===== src/rtl/tsc_ram.sv =====
module tsc_ram #(
  parameter int WIDTH = 32,
  parameter int DEPTH = 16
) (
  input  logic                     clk_i,
  input  logic                     we_i,
  input  logic [$clog2(DEPTH)-1:0] waddr_i,
  input  logic [WIDTH-1:0]         wdata_i,
  input  logic                     re_i,
  input  logic [$clog2(DEPTH)-1:0] raddr_i,
  output logic [WIDTH-1:0]         rdata_o
);

  logic [WIDTH-1:0] mem_q [DEPTH];

  always_ff @(posedge clk_i) begin
    if (we_i) begin
      mem_q[waddr_i] <= wdata_i;
    end
    if (re_i) begin
      rdata_o <= mem_q[raddr_i];
    end
  end

endmodule


===== config.mk =====
export PLATFORM = sky130hd
export DESIGN_NAME = tsc_ram
export DESIGN_NICKNAME = d
export VERILOG_FILES = /design/src/rtl/tsc_ram.sv
export SDC_FILE = /design/constraint.sdc
export NUM_CORES = 1
export LEC_CHECK = 0
export BUFFER_PORTS_ARGS = -buffer_cell sky130_fd_sc_hd__clkbuf_2
export CORE_UTILIZATION = 55
export DETAILED_ROUTE_END_ITERATION = 8
export PLACE_DENSITY = 0.72
export SLEW_MARGIN = 20
export SYNTH_ARGS = -nofsm -noshare
export SYNTH_HDL_FRONTEND = slang
export SYNTH_SLANG_ARGS = --single-unit

===== constraint.sdc =====
create_clock -name clk_i -period 4.1 [get_ports clk_i]
set_input_delay 0.41 -clock clk_i [delete_from_list [all_inputs] [get_ports clk_i]]
set_output_delay 0.41 -clock clk_i [all_outputs]
set_load 0.01 [all_outputs]

==> metrics.md <==
| Metric | Value |
|---|---|
| Syn Area/Cell | 24.1 um2 |
| Combinational share of power | under 10% |
| CTS Buf Count | 52 |
| Vias/cell | 6.35 |
| Static Leakage | 7.33 nW |
| NetSw | 0.00226 W |
| Worst setup startpoint | raddr_i[0] |
| MaxCap Viol Count | 0 |
| Post-CTS setup buffers | 0 |
| Reg power frac | about 56% |
| Via Count | 9,219 |
| Vias in the first global route | 9,548 |
| CTS Root Cell | clkbuf_16 |
| Clk sinks | 544 |
| Status | finished, violations left |
| Routed Wire Length | about 41,000 um |
| Hold Crit Class | input port to register |
| Final TNS setup | 0 ns |
| Clock-pin slew of the registers on the worst-case setup and hold paths | approximately 0.060 ns |
| Port bufs | 74 |
| Share of cells above drive strength 1 | about a third |
| DIE AREA | around 37,000 um2 |
| Startpoint types | input port |
| Power Dens Cells | roughly 490 nW/um2 |
| Fmax | 497 MHz |
| CP Data Required Time | approximately 4.4 ns |
| Syn nets | around 900 |
| PnR worst setup slack | between 2 and 2.5 ns |
| Clock power frac | 38.6% |
| ANT nets after route | 0 |
| Initial antenna violation count | 0 |
| Fin crit share | about half |
| Final Skew | between 0.01 and 0.015 ns |
| CP Max Fanout | 39 |
| Slew Viols, Final | 0 |
| TritonRoute pass-1 iters | 7 |
| Origin of the critical flop-to-flop path | mem_q[10][4]$_DFFE_PP_ |
| Gr usage total | 22.6% |
| Top cell type's share of synthesized area | roughly four fifths |
| Register bit total from synthesis | 544 |
| Die Span X | approximately 190 um |
| Mapped Area | about 20,000 um2 |
| Worst Hold Launch | wdata_i[26] |
| Final HPWL DP | roughly 23,000 um |
| Register area share after synthesis | roughly four fifths |
| Grt total ovfl | 0 |
| Min Clock Period, post-route | 2.01 ns |
| IO Count | 75 |
| Clock Latency Late Sink | about 0.56 ns |
| CTS Hold Bufs | 0 |
| Pint | around 0.0089 W |
| Critical Path AT | 2.31 ns |
| Slew HR | around a third |
| Core Region | between 30,000 and 40,000 um2 |
| Failing checks | design-rule violations |
| H-tree depth | 2 |
| Final GP Congestion | roughly 0.72 |
| # DRC | 4 |
| Switching share of total power | 20.3% |
| Worst slew pin tran | a little over 1 ns |
| Drt wl/cell | approximately 29 um |
| Initial Util | 56.3% |
| CP Capture Type | register |
| Peak VDD IR | 0.330 mV |
| Post-CTS Resized | 0 |
| Die H | between 150 and 200 um |
| Final Net Count | roughly 1,000 |
| Syn Inst Count | 838 |
| Pre-CTS setup slack | ~1.4 ns |
| Synth area leaders | edfxtp_1 (81%), mux4_2 (14%), a22oi_1 (2.4%) |
| Final setup violation count | 0 |
| Number of diodes | 0 |
| Fill count | 2,246 |
| Site row count | just under 70 |
| RSZ-0062 raised after global routing | no |
| Dominant cell type by area after synthesis | edfxtp_1 |
| Area grow syn2layout | 13.5% |
| Critical path class | input port to register |
| Clk buf depth | 3 |
| Largest net degree at the start of global routing | 49 |
| Synth warn | 0 |
| Fin. Hold Viols | 0 |
| Netlist cell types | 17 |
| CTS tree | done |
| Starting DRT DRC Count | 1,091 |
| First-pass GRT wire length | about 60,000 um |
kinds of logic (layout without fill, tap and decap cells):
family          count (synthesis)  in the layout  share of synthesized area (%)
compound gates                 64             64                           2.38
mux                           128            128                           14.3
simple gates                   59             59                           1.25
buf+inv                        43            196                           1.10
flops                         544            544                           81.0
power by group through the flow:
stage               logic, W  clock network (W)  registers [W]
detailed placement  0.000548                  0        0.00642
floorplan           0.000299                  0        0.00642
finish              0.000550            0.00430        0.00630
global route        0.000591            0.00456        0.00631
global placement    0.000534                  0        0.00641
CTS                 0.000551            0.00436        0.00631
final timing paths:
check | to | slack [ns] | cells after the start
max reg2reg | rdata_o[4]$_DFFE_PP_ | 2.47 | 3
max | rdata_o[4]$_DFFE_PP_ | 2.09 | 5
min reg2reg | rdata_o[25]$_DFFE_PP_ | 0.74 | 3
min | mem_q[11][26]$_DFFE_PP_ | 0.27 | 1
cell usage in the layout (no fill, tap or decap):
cell        count
nand2b_1        2
nor2b_4         2
nand2_1        33
nand3b_1        2
clkbuf_2       72
nor3_2          4
bufinv_16       1
nand3_1         1
buf_16          2
clkbuf_16      53
mux4_2        128
buf_4          29
nor2_4         13
and2_2          1
clkinvlp_4      1
edfxtp_1      544
a22oi_1        64
inv_6           1
clkbuf_8        1
clkinv_2        6
clkbuf_1        9
or3b_2          1
clkinv_1       17
buf_12          4
flip-flops by register name, indices dropped and copies added, names as in the netlist:
register / cells
rdata_o: 32
mem_q: 512
final cells by class:
cell class	count	area, um2	area share [%]
flip-flops and latches	544	16300	71.4
repair buffers	108	727	3.18
clock buffers	62	1360	5.94
well taps	461	577	2.52
clock inverters	26	140	0.612
multi-input cells	251	3750	16.4
synth_stat cells:
cell type and instances:
nor2b_1 2, nand3b_1 2, edfxtp_1 544, buf_4 11, mux4_2 128, or3b_2 1, nand3_1 1, clkbuf_1 17
nor3_1 4, buf_6 2, and2_1 1, nand2_1 33, a22oi_1 64, nand2b_1 2, buf_2 4, buf_1 9
nor2_1 13
metrics by stage:
step,util (%),area [um2],std cells,hold slack (ns),power [W]
after CTS,63.7,22800,1450,0.239,0.0112
after global placement,59.4,21300,1360,0.722,0.00695
after detailed placement,59.5,21300,1362,0.726,0.00697
after global routing,63.9,22900,1452,0.259,0.0115
final,63.9,22900,1452,0.265,0.0112
after floorplan,-,20200,838,0.509,0.00672
metal layers:
| layer | vias to the layer above | GRT usage, % | part of all wire, % |
|---|---|---|---|
| met4 | 0 | 5.10 | 1.6 |
| met3 | 66 | 4.55 | 8.2 |
| met5 | - | 0 | 0 |
| met2 | 410 | 35.9 | 49 |
| li1 | 3840 | - | - |
| met1 | 4903 | 33.1 | 42 |
worst max-delay path, cell delays in order:
cell and delay, ns:
clkbuf_8 0.40, buf_4 0.43, mux4_2 0.57, a22oi_1 0.39
nand2_1 0.08
(Power assumes the default switching activity.)
