--- src/rtl/tsc_pkg.sv ---
package tsc_pkg;

  typedef enum logic [1:0] {
    CMD_EXEC  = 2'd0,
    CMD_WRITE = 2'd1,
    CMD_READ  = 2'd2
  } cmd_e;

  typedef enum logic [7:0] {
    OP_NOP   = 8'd0,
    OP_LOAD  = 8'd1,
    OP_LDIMM = 8'd2,
    OP_STORE = 8'd3,
    OP_JMP   = 8'd4,
    OP_JMPNZ = 8'd5,
    OP_PUSH  = 8'd6,
    OP_POP   = 8'd7,
    OP_ADD   = 8'd8,
    OP_SUB   = 8'd9,
    OP_XOR   = 8'd10,
    OP_AND   = 8'd11
  } opcode_e;

  typedef struct packed {
    logic [1:0]  cmd;
    logic [7:0]  opcode;
    logic [7:0]  dest_field;
    logic [7:0]  src_a;
    logic [7:0]  src_b;
    logic [7:0]  mem_addr;
    logic [31:0] mem_wdata;
  } in_item_t;

  typedef struct packed {
    logic [7:0]  next_pc;
    logic        halted;
    logic [31:0] return_value;
    logic [31:0] read_data;
    logic        bad_opcode;
  } out_item_t;

  typedef struct packed {
    logic        is_alu;
    logic        bad;
    logic [31:0] result;
  } alu_res_t;

endpackage

--- src/rtl/tsc_alu.sv ---
module tsc_alu (
  input  logic [7:0]        opcode_i,
  input  logic [31:0]       a_i,
  input  logic [31:0]       b_i,
  output tsc_pkg::alu_res_t res_o
);

  always_comb begin
    res_o = '0;
    unique case (tsc_pkg::opcode_e'(opcode_i))
      tsc_pkg::OP_NOP, tsc_pkg::OP_LOAD, tsc_pkg::OP_LDIMM, tsc_pkg::OP_STORE,
      tsc_pkg::OP_JMP, tsc_pkg::OP_JMPNZ, tsc_pkg::OP_PUSH, tsc_pkg::OP_POP: begin
        res_o = '0;
      end
      tsc_pkg::OP_ADD: begin
        res_o.is_alu = 1'b1;
        res_o.result = a_i + b_i;
      end
      tsc_pkg::OP_SUB: begin
        res_o.is_alu = 1'b1;
        res_o.result = a_i - b_i;
      end
      tsc_pkg::OP_XOR: begin
        res_o.is_alu = 1'b1;
        res_o.result = a_i ^ b_i;
      end
      tsc_pkg::OP_AND: begin
        res_o.is_alu = 1'b1;
        res_o.result = a_i & b_i;
      end
      default: begin
        res_o.bad = 1'b1;
      end
    endcase
  end

endmodule
--- config.mk ---
export PLATFORM = sky130hd
export DESIGN_NAME = tsc_alu
export DESIGN_NICKNAME = d
export VERILOG_FILES = /design/src/rtl/tsc_pkg.sv /design/src/rtl/tsc_alu.sv
export SDC_FILE = /design/constraint.sdc
export NUM_CORES = 1
export LEC_CHECK = 0
export BUFFER_PORTS_ARGS = -buffer_cell sky130_fd_sc_hd__buf_4
export CORE_MARGIN = 5
export CORE_UTILIZATION = 56
export DETAILED_ROUTE_END_ITERATION = 10
export PLACE_DENSITY = 0.83
export SLEW_MARGIN = 10
export SYNTH_ARGS = -nofsm -noshare
export SYNTH_HDL_FRONTEND = slang
export SYNTH_SLANG_ARGS = --single-unit
--- constraint.sdc ---
create_clock -name vclk -period 5.6
set_clock_uncertainty 0.2 [all_clocks]
set_input_delay 0.84 -clock vclk [all_inputs]
set_output_delay 0.84 -clock vclk [all_outputs]
set_load 0.005 [all_outputs]
==> flow_summary.json, run 1 <==
{
  "status": "finished, final reports clean",
  "detail-route-antenna-nets": 0,
  "max_stage_delay_ns": 0.56,
  "slew_headroom_pct": 69.2,
  "hpwlAfterDp_um": 10400,
  "avgRoutedWirePerCell_um": 17.3,
  "synth.area.top_cells": "ha_1, xnor2_1, mux2i_1, a21oi_1, nor2_1",
  "syn_area_per_cell_um2": 7.07,
  "gp_congestion": 1.01,
  "num_rows": 29,
  "syn_inst": 499,
  "final_hold_viol_count": 0,
  "grt_pass1_wl_um": 19900,
  "p_clk_share_pct": 0,
  "setup_viol": 0,
  "portBuffers": 106,
  "worst_pin_slew_ns": 0.462,
  "worstHoldStart": "opcode_i[6]",
  "final_max_slew_viol_count": 0,
  "p_sw_w": 0.000233,
  "multiInputGateArea_um2": 3520,
  "hp-class": "in2out",
  "cp_slowest_cell": "or4_1",
  "fin_ws_ns": 0.119,
  "n_antenna_cell": 0,
  "grt_antenna_before_repair": 0,
  "worst-setup-path-type": "in2out",
  "cp_max_fo": 7,
  "clock_buffers": 0,
  "yosys.area_share.simple_pct": 21.2,
  "syn_area_um2": 3530,
  "yosysMostFrequentCell": "ha_1",
  "synth-xor-area-share_pct": 13.4,
  "rsz0062_at_grt": "yes",
  "ff_latch_area_um2": 0,
  "swShare_pct": 51.7,
  "n_sequential_cell": 0,
  "leakagePower_nw": 2.49,
  "final_nets": 791,
  "place_ws_ns": -0.0581,
  "period_share_pct": 97.9,
  "seqPwrFrac_pct": 0,
  "synth_top_area_share_pct": 22.7,
  "post_synth_fa_ha_maj_area_fraction_pct": 23.3,
  "syn2layout_area_growth_pct": 42.1,
  "path_common_cell": "buf_4",
  "cp-start-kind": "input pin",
  "muxShareOfSynthArea_pct": 9.22,
  "fmax_mhz": 182,
  "ys_types": 51,
  "ir_drop_mv": 0.0655,
  "drv_cap": 0,
  "grt_start_max_net_pins": 43,
  "synth_common_cells": "ha_1, nor2_1, a21oi_1",
  "p_per_area_nw_per_um2": 89.7,
  "syn_nets": 636,
  "worst-path-buf-inv": 5,
  "drc": 0,
  "core-area_um2": 6240,
  "synth_top_family_by_area": "compound AO/OA/AOI/OAI gates",
  "finalNonFillerCells": 729,
  "synth_compound_area_share_pct": 28.6,
  "placed_cells": 725,
  "power.internal_w": 0.000218,
  "cp-end-kind": "output port",
  "comb_power_share_pct": 100.0,
  "die_area_um2": 7990,
  "avgViaCountPerCell": 6.29,
  "firstDrtPassIters": 5,
  "yosys.area.top_type": "ha_1",
  "path_delay_family": "simple AND/OR/NAND/NOR gates",
  "drive_gt1_share_pct": 33.4,
  "via_count": 4582,
  "die_h_um": 89.4,
  "hold_end": "res_o[32]",
  "drt_iter0_drc": 269,
  "yosysWarningCount": 0,
  "cp.required_ns": 4.56,
  "grt_pass1_vias": 4337,
  "hold_path_depth": 4,
  "grt.overflow.total": 0,
  "cp.arrival_ns": 4.44,
  "crit_chain": "buf_4, or4_1, nor3_2, buf_4, nand2_2, or3_4, buf_4, o31ai_2, xor2_1, ha_2, and4_4, o21ai_0, buf_4, nand2_1, a311oi_1, o21ai_1, xnor2_1, a21oi_1, buf_4",
  "layout_min_cycle_time_ns": 5.48,
  "track_usage_pct": 30.4,
  "die_x_um": 89.4,
  "start_util_pct": 56.6,
  "nFillCells": 462,
  "ios": 106,
  "synth-seq-area-share_pct": 0,
  "wl_um": 12600
}
## worst max-delay path by stage
| stage | slack [ns] | from | cells after the start | to |
|---|---|---|---|---|
| finish | 0.12 | b_i[14] | 19 | res_o[31] |
| global route | -0.07 | b_i[14] | 18 | res_o[30] |
| CTS | 0.03 | b_i[8] | 16 | res_o[30] |
| detailed placement | -0.06 | b_i[14] | 17 | res_o[30] |
| global placement | 0.02 | b_i[14] | 17 | res_o[30] |
| floorplan | 0.22 | b_i[8] | 14 | res_o[30] |
## power by group through the flow
stage | logic, W | registers (W) | clock network (W)
after floorplan | 0.000250 | 0 | 0
after global placement | 0.000408 | 0 | 0
after detailed placement | 0.000421 | 0 | 0
after CTS | 0.000424 | 0 | 0
after global routing | 0.000493 | 0 | 0
final | 0.000450 | 0 | 0
## per-stage QoR
stage / total power [W] / utilization (%) / TNS (ns) / hold WS, ns / area, µm²
CTS: 0.000424 / 77.6 / 0 / 1.75 / 4840
finish: 0.000450 / 80.4 / 0 / 1.74 / 5020
detailed placement: 0.000421 / 77.5 / -0.0581 / 1.75 / 4840
floorplan: 0.000250 / - / 0 / 1.57 / 3530
global placement: 0.000408 / 77.5 / 0 / 1.74 / 4840
global route: 0.000493 / 80.4 / -0.182 / 1.76 / 5020
## timing repair
| item | in CTS | in global routing |
|---|---|---|
| buffers inserted | 0 | 4 |
| gates resized for setup | 3 | 37 |
| pin swaps | 0 | 21 |
| endpoints found under the setup margin | 1 | 17 |
| endpoints found under the hold margin | 0 | 0 |
| cloned | 0 | 0 |
| hold buffers | 0 | 0 |
## layer usage
layer | up-vias | share of wire (%) | global-route usage [%]
met5 | - | 0 | 0
met4 | 0 | 2.6 | 7.85
met3 | 38 | 5.4 | 1.66
met2 | 194 | 50 | 55.2
met1 | 2169 | 42 | 38.8
li1 | 2181 | - | -
## placed cells by master (no fill, tap or decap), types with 4 or more instances in the layout
| master | count |
|---|---|
| a211oi_1 | 19 |
| a21o_1 | 13 |
| a21oi_1 | 39 |
| a21oi_2 | 5 |
| a31oi_1 | 4 |
| and3_1 | 5 |
| buf_4 | 176 |
| ha_1 | 63 |
| inv_1 | 15 |
| mux2_2 | 4 |
| mux2i_1 | 28 |
| nand2_1 | 35 |
| nand3_1 | 10 |
| nand4_1 | 6 |
| nor2_1 | 49 |
| nor2b_1 | 6 |
| nor3_1 | 6 |
| o211ai_1 | 4 |
| o21a_1 | 6 |
| o21ai_0 | 25 |
| o21ai_1 | 5 |
| o22ai_1 | 4 |
| o31ai_1 | 5 |
| or3_1 | 5 |
| xnor2_1 | 34 |
| xor2_1 | 20 |
## cell families after synthesis
| family | Yosys count |
|---|---|
| compound gates | 155 |
| simple gates | 153 |
| fa+ha+maj | 65 |
| xor+xnor | 54 |
| buf+inv | 40 |
| mux | 32 |
## cell type report
cell class | instances | area share, %
multi-input cells | 459 | 70.2
repair buffers | 178 | 26.8
inverters | 15 | 1.12
well taps | 77 | 1.92
(Power assumes the default switching activity.)
==> run 2, diff against run 1 <==
--- a/config.mk
+++ b/config.mk
@@ -7,9 +7,9 @@
 export LEC_CHECK = 0
 export BUFFER_PORTS_ARGS = -buffer_cell sky130_fd_sc_hd__buf_4
 export CORE_MARGIN = 5
-export CORE_UTILIZATION = 56
+export CORE_UTILIZATION = 48
 export DETAILED_ROUTE_END_ITERATION = 10
-export PLACE_DENSITY = 0.83
+export PLACE_DENSITY_LB_ADDON = 0.1
 export SLEW_MARGIN = 10
 export SYNTH_ARGS = -nofsm -noshare
 export SYNTH_HDL_FRONTEND = slang
==> flow_summary.json, run 2 (synthesized netlist as in run 1, its figures left out) <==
{
  "hp-class": "in2out",
  "cp.arrival_ns": 4.41,
  "gp_congestion": 0.916,
  "ir_drop_mv": 0.0504,
  "worst_pin_slew_ns": 0.605,
  "p_per_area_nw_per_um2": 87.4,
  "detail-route-antenna-nets": 0,
  "cp-start-kind": "input pin",
  "final_hold_viol_count": 0,
  "cp-end-kind": "output port",
  "dpl_cell_area_um2": 4800,
  "syn2layout_area_growth_pct": 40.3,
  "num_rows": 31,
  "grt_antenna_before_repair": 0,
  "period_share_pct": 97.4,
  "drive_gt1_share_pct": 31.0,
  "cp.required_ns": 4.56,
  "grt_start_max_net_pins": 43,
  "avgViaCountPerCell": 5.85,
  "status": "finished, final reports clean",
  "ff_latch_area_um2": 0,
  "worst-setup-path-type": "in2out",
  "ios": 106,
  "cp_max_fo": 5,
  "setup_viol": 0,
  "final_common_cell": "buf_4",
  "die_area_um2": 9170,
  "hpwlAfterDp_um": 9880,
  "drt_iter0_drc": 195,
  "drc": 0,
  "final_area_um2": 4950,
  "rsz0062_at_grt": "yes",
  "layout_min_cycle_time_ns": 5.45,
  "fin_ws_ns": 0.145,
  "drv_cap": 0,
  "grt_pass1_vias": 4167,
  "n_antenna_cell": 0,
  "via_count": 4330,
  "place_ws_ns": -0.0661,
  "wl_um": 12000,
  "die_h_um": 95.8,
  "core-area_um2": 7210,
  "die_x_um": 95.8,
  "final_cell_mix": "buf_4, ha_1, nor2_1, a21oi_1, nand2_1",
  "portBuffers": 106,
  "avgRoutedWirePerCell_um": 16.2,
  "ctsHoldBuffers": 0,
  "start_util_pct": 48.9,
  "final_nets": 780,
  "track_usage_pct": 25.6,
  "grt.overflow.total": 0,
  "n_sequential_cell": 0,
  "grt_pass1_wl_um": 19200,
  "leakagePower_nw": 2.43,
  "slew_headroom_pct": 59.7,
  "firstDrtPassIters": 5,
  "fmax_mhz": 183,
  "clock_buffers": 0,
  "final_max_slew_viol_count": 0
}
[run 2: worst paths after layout]
path  cells past startpoint   endpoint         from  slack [ns]
min                       4  res_o[32]  opcode_i[6]        1.75
max                      18  res_o[31]       b_i[6]        0.15
[run 2: layout make-up]
type / count / area, µm²
Tap cell: 99 / 124
Fill cell: 683 / 2260
Multi-Input combinational cell: 459 / 3510
Inverter: 15 / 56.3
Timing Repair Buffer: 167 / 1270
[run 2: metal layers]
metal / share of wire (%) / wire length [µm] / global-route usage [%]
met1: 44 / 5300 / 34.0
met2: 49 / 5920 / 46.7
met3: 5.6 / 667 / 1.56
met4: 1.1 / 129 / 3.20
met5: 0 / 0 / 0
[run 2: critical path: stages]
cell and delay, ns:
buf_4 0.11, or4_4 0.58, nor4_4 0.26, nand2_2 0.10, or3_4 0.34, buf_4 0.17, o31ai_4 0.17, xor2_1 0.20
ha_2 0.34, buf_4 0.15, and4_1 0.20, o21ai_2 0.08, nand2_1 0.08, a311oi_1 0.26, o21ai_1 0.12, xnor2_1 0.14
a21oi_1 0.13, buf_4 0.13
[run 2: power by group]
| part | total (W) | switching, W | internal [W] |
|---|---|---|---|
| Clock | 0 | 0 | 0 |
| Combinational | 0.000433 | 0.000224 | 0.000209 |
| Sequential | 0 | 0 | 0 |
| Total | 0.000433 | 0.000224 | 0.000209 |
[run 2: through the flow]
step | util [%] | TNS, ns | power, W | hold WS (ns) | instances
floorplan | - | 0 | 0.000250 | 1.57 | 499
detailed placement | 66.5 | -0.139 | 0.000413 | 1.76 | 736
global route | 68.6 | -0.111 | 0.000478 | 1.77 | 740
finish | 68.6 | 0 | 0.000433 | 1.75 | 740
CTS | 67.0 | 0 | 0.000418 | 1.74 | 737
global placement | 66.5 | -0.0101 | 0.000406 | 1.74 | 736
[run 2: what timing repair did]
| action | in CTS | in global routing |
|---|---|---|
| setup buffers | 1 | 3 |
| endpoints found under the setup margin | 4 | 17 |
| pin swaps | 1 | 17 |
| gates resized for setup | 9 | 27 |
==> run 3, diff against run 2 <==
--- a/config.mk
+++ b/config.mk
@@ -10,6 +10,7 @@
 export CORE_UTILIZATION = 48
 export DETAILED_ROUTE_END_ITERATION = 10
 export PLACE_DENSITY_LB_ADDON = 0.1
+export SETUP_SLACK_MARGIN = 0.4
 export SLEW_MARGIN = 10
 export SYNTH_ARGS = -nofsm -noshare
 export SYNTH_HDL_FRONTEND = slang
==> flow_summary.json, run 3 (synthesized netlist as in run 1, its figures left out) <==
{
  "layout_min_cycle_time_ns": 5.51,
  "fin_ws_ns": 0.0868,
  "ir_drop_mv": 0.0497,
  "place_ws_ns": -0.0116,
  "cp_max_fo": 5,
  "final_max_slew_viol_count": 0,
  "cp.required_ns": 4.56,
  "ff_latch_area_um2": 0,
  "track_usage_pct": 27.6,
  "p_per_area_nw_per_um2": 93.1,
  "portBuffers": 106,
  "final_cell_mix": "buf_4, ha_1, nor2_1, xnor2_1, a21oi_1",
  "cp-end-kind": "output port",
  "leakagePower_nw": 2.68,
  "whs_ns": 1.74,
  "firstDrtPassIters": 7,
  "ctsHoldBuffers": 0,
  "worst_pin_slew_ns": 0.570,
  "num_rows": 31,
  "slew_headroom_pct": 62.0,
  "cp-start-kind": "input pin",
  "rsz0062_at_grt": "yes",
  "gp_congestion": 0.893,
  "clock_buffers": 0,
  "setup_viol": 0,
  "grt_pass1_vias": 4577,
  "grt_start_max_net_pins": 43,
  "final_nets": 806,
  "avgViaCountPerCell": 6.13,
  "final_area_um2": 5730,
  "die_area_um2": 9170,
  "cp.arrival_ns": 4.47,
  "grt_pass1_wl_um": 20800,
  "drive_gt1_share_pct": 44.7,
  "tns_ns": 0,
  "hpwlAfterDp_um": 9680,
  "status": "finished, final reports clean",
  "drt_iter0_drc": 232,
  "detail-route-antenna-nets": 0,
  "worstHoldStart": "opcode_i[6]",
  "grt_antenna_before_repair": 0,
  "core-area_um2": 7210,
  "start_util_pct": 48.9,
  "die_x_um": 95.8,
  "syn2layout_area_growth_pct": 62.4,
  "fmax_mhz": 181,
  "cp-startpoint": "b_i[13]",
  "grt.overflow.total": 0,
  "n_antenna_cell": 0,
  "worst-setup-path-type": "in2out",
  "final_hold_viol_count": 0,
  "wl_um": 14100,
  "drc": 0,
  "drv_cap": 0,
  "avgRoutedWirePerCell_um": 18.4,
  "ios": 106,
  "period_share_pct": 98.4,
  "dpl_cell_area_um2": 4720,
  "via_count": 4692,
  "hp-class": "in2out",
  "final_common_cell": "buf_4",
  "die_h_um": 95.8,
  "n_sequential_cell": 0
}
[run 3: critical path, stage by stage]
cell and delay [ns]:
buf_4 0.14, or4_4 0.54, nor3_2 0.21, buf_4 0.15, nand2_2 0.06, or3_4 0.45
o21ai_2 0.17, xor2_1 0.16, ha_1 0.26, a21o_1 0.16, a21o_1 0.15, a21o_1 0.18
nor4_2 0.31, a21oi_2 0.13, and3_4 0.21, a2111oi_4 0.18, buf_4 0.16
[run 3: path summary, 6_finish.rpt]
check	slack, ns	to	depth (start not counted)
max	0.09	res_o[30]	17
min	1.74	res_o[32]	4
[run 3: repair_timing]
item	4_1_cts	5_1_grt
setup endpoints to repair	20	21
buffers inserted	19	21
gates resized for setup	77	86
pin swaps	49	67
cloned	0	0
[run 3: layer usage]
metal / up-vias / track usage, % / wire length (µm) / part of all wire [%]
met5: - / 0 / 0 / 0
met4: 0 / 10.2 / 454 / 3.2
met1: 2254 / 34.5 / 5850 / 42
met3: 45 / 1.17 / 664 / 4.7
met2: 187 / 49.8 / 7130 / 51
li1: 2206 / - / - / -
[run 3: cell type report]
cell class,count,area [µm²]
inverters,15,56.3
fillers,506,1480
well taps,99,124
multi-input cells,459,4000
repair buffers,193,1550
[run 3: per-stage QoR]
stage | util [%] | total power (W) | instances
after floorplan | - | 0.000251 | 499
after detailed placement | 65.4 | 0.000401 | 726
after CTS | 72.0 | 0.000448 | 745
after global placement | 65.4 | 0.000392 | 726
after global routing | 79.5 | 0.000576 | 766
final | 79.5 | 0.000534 | 766
[run 3: report_power, final]
part	internal (W)	switching, W	leakage, nW
combinational	0.000257	0.000276	2.68
sequential	0	0	0
clock	0	0	0
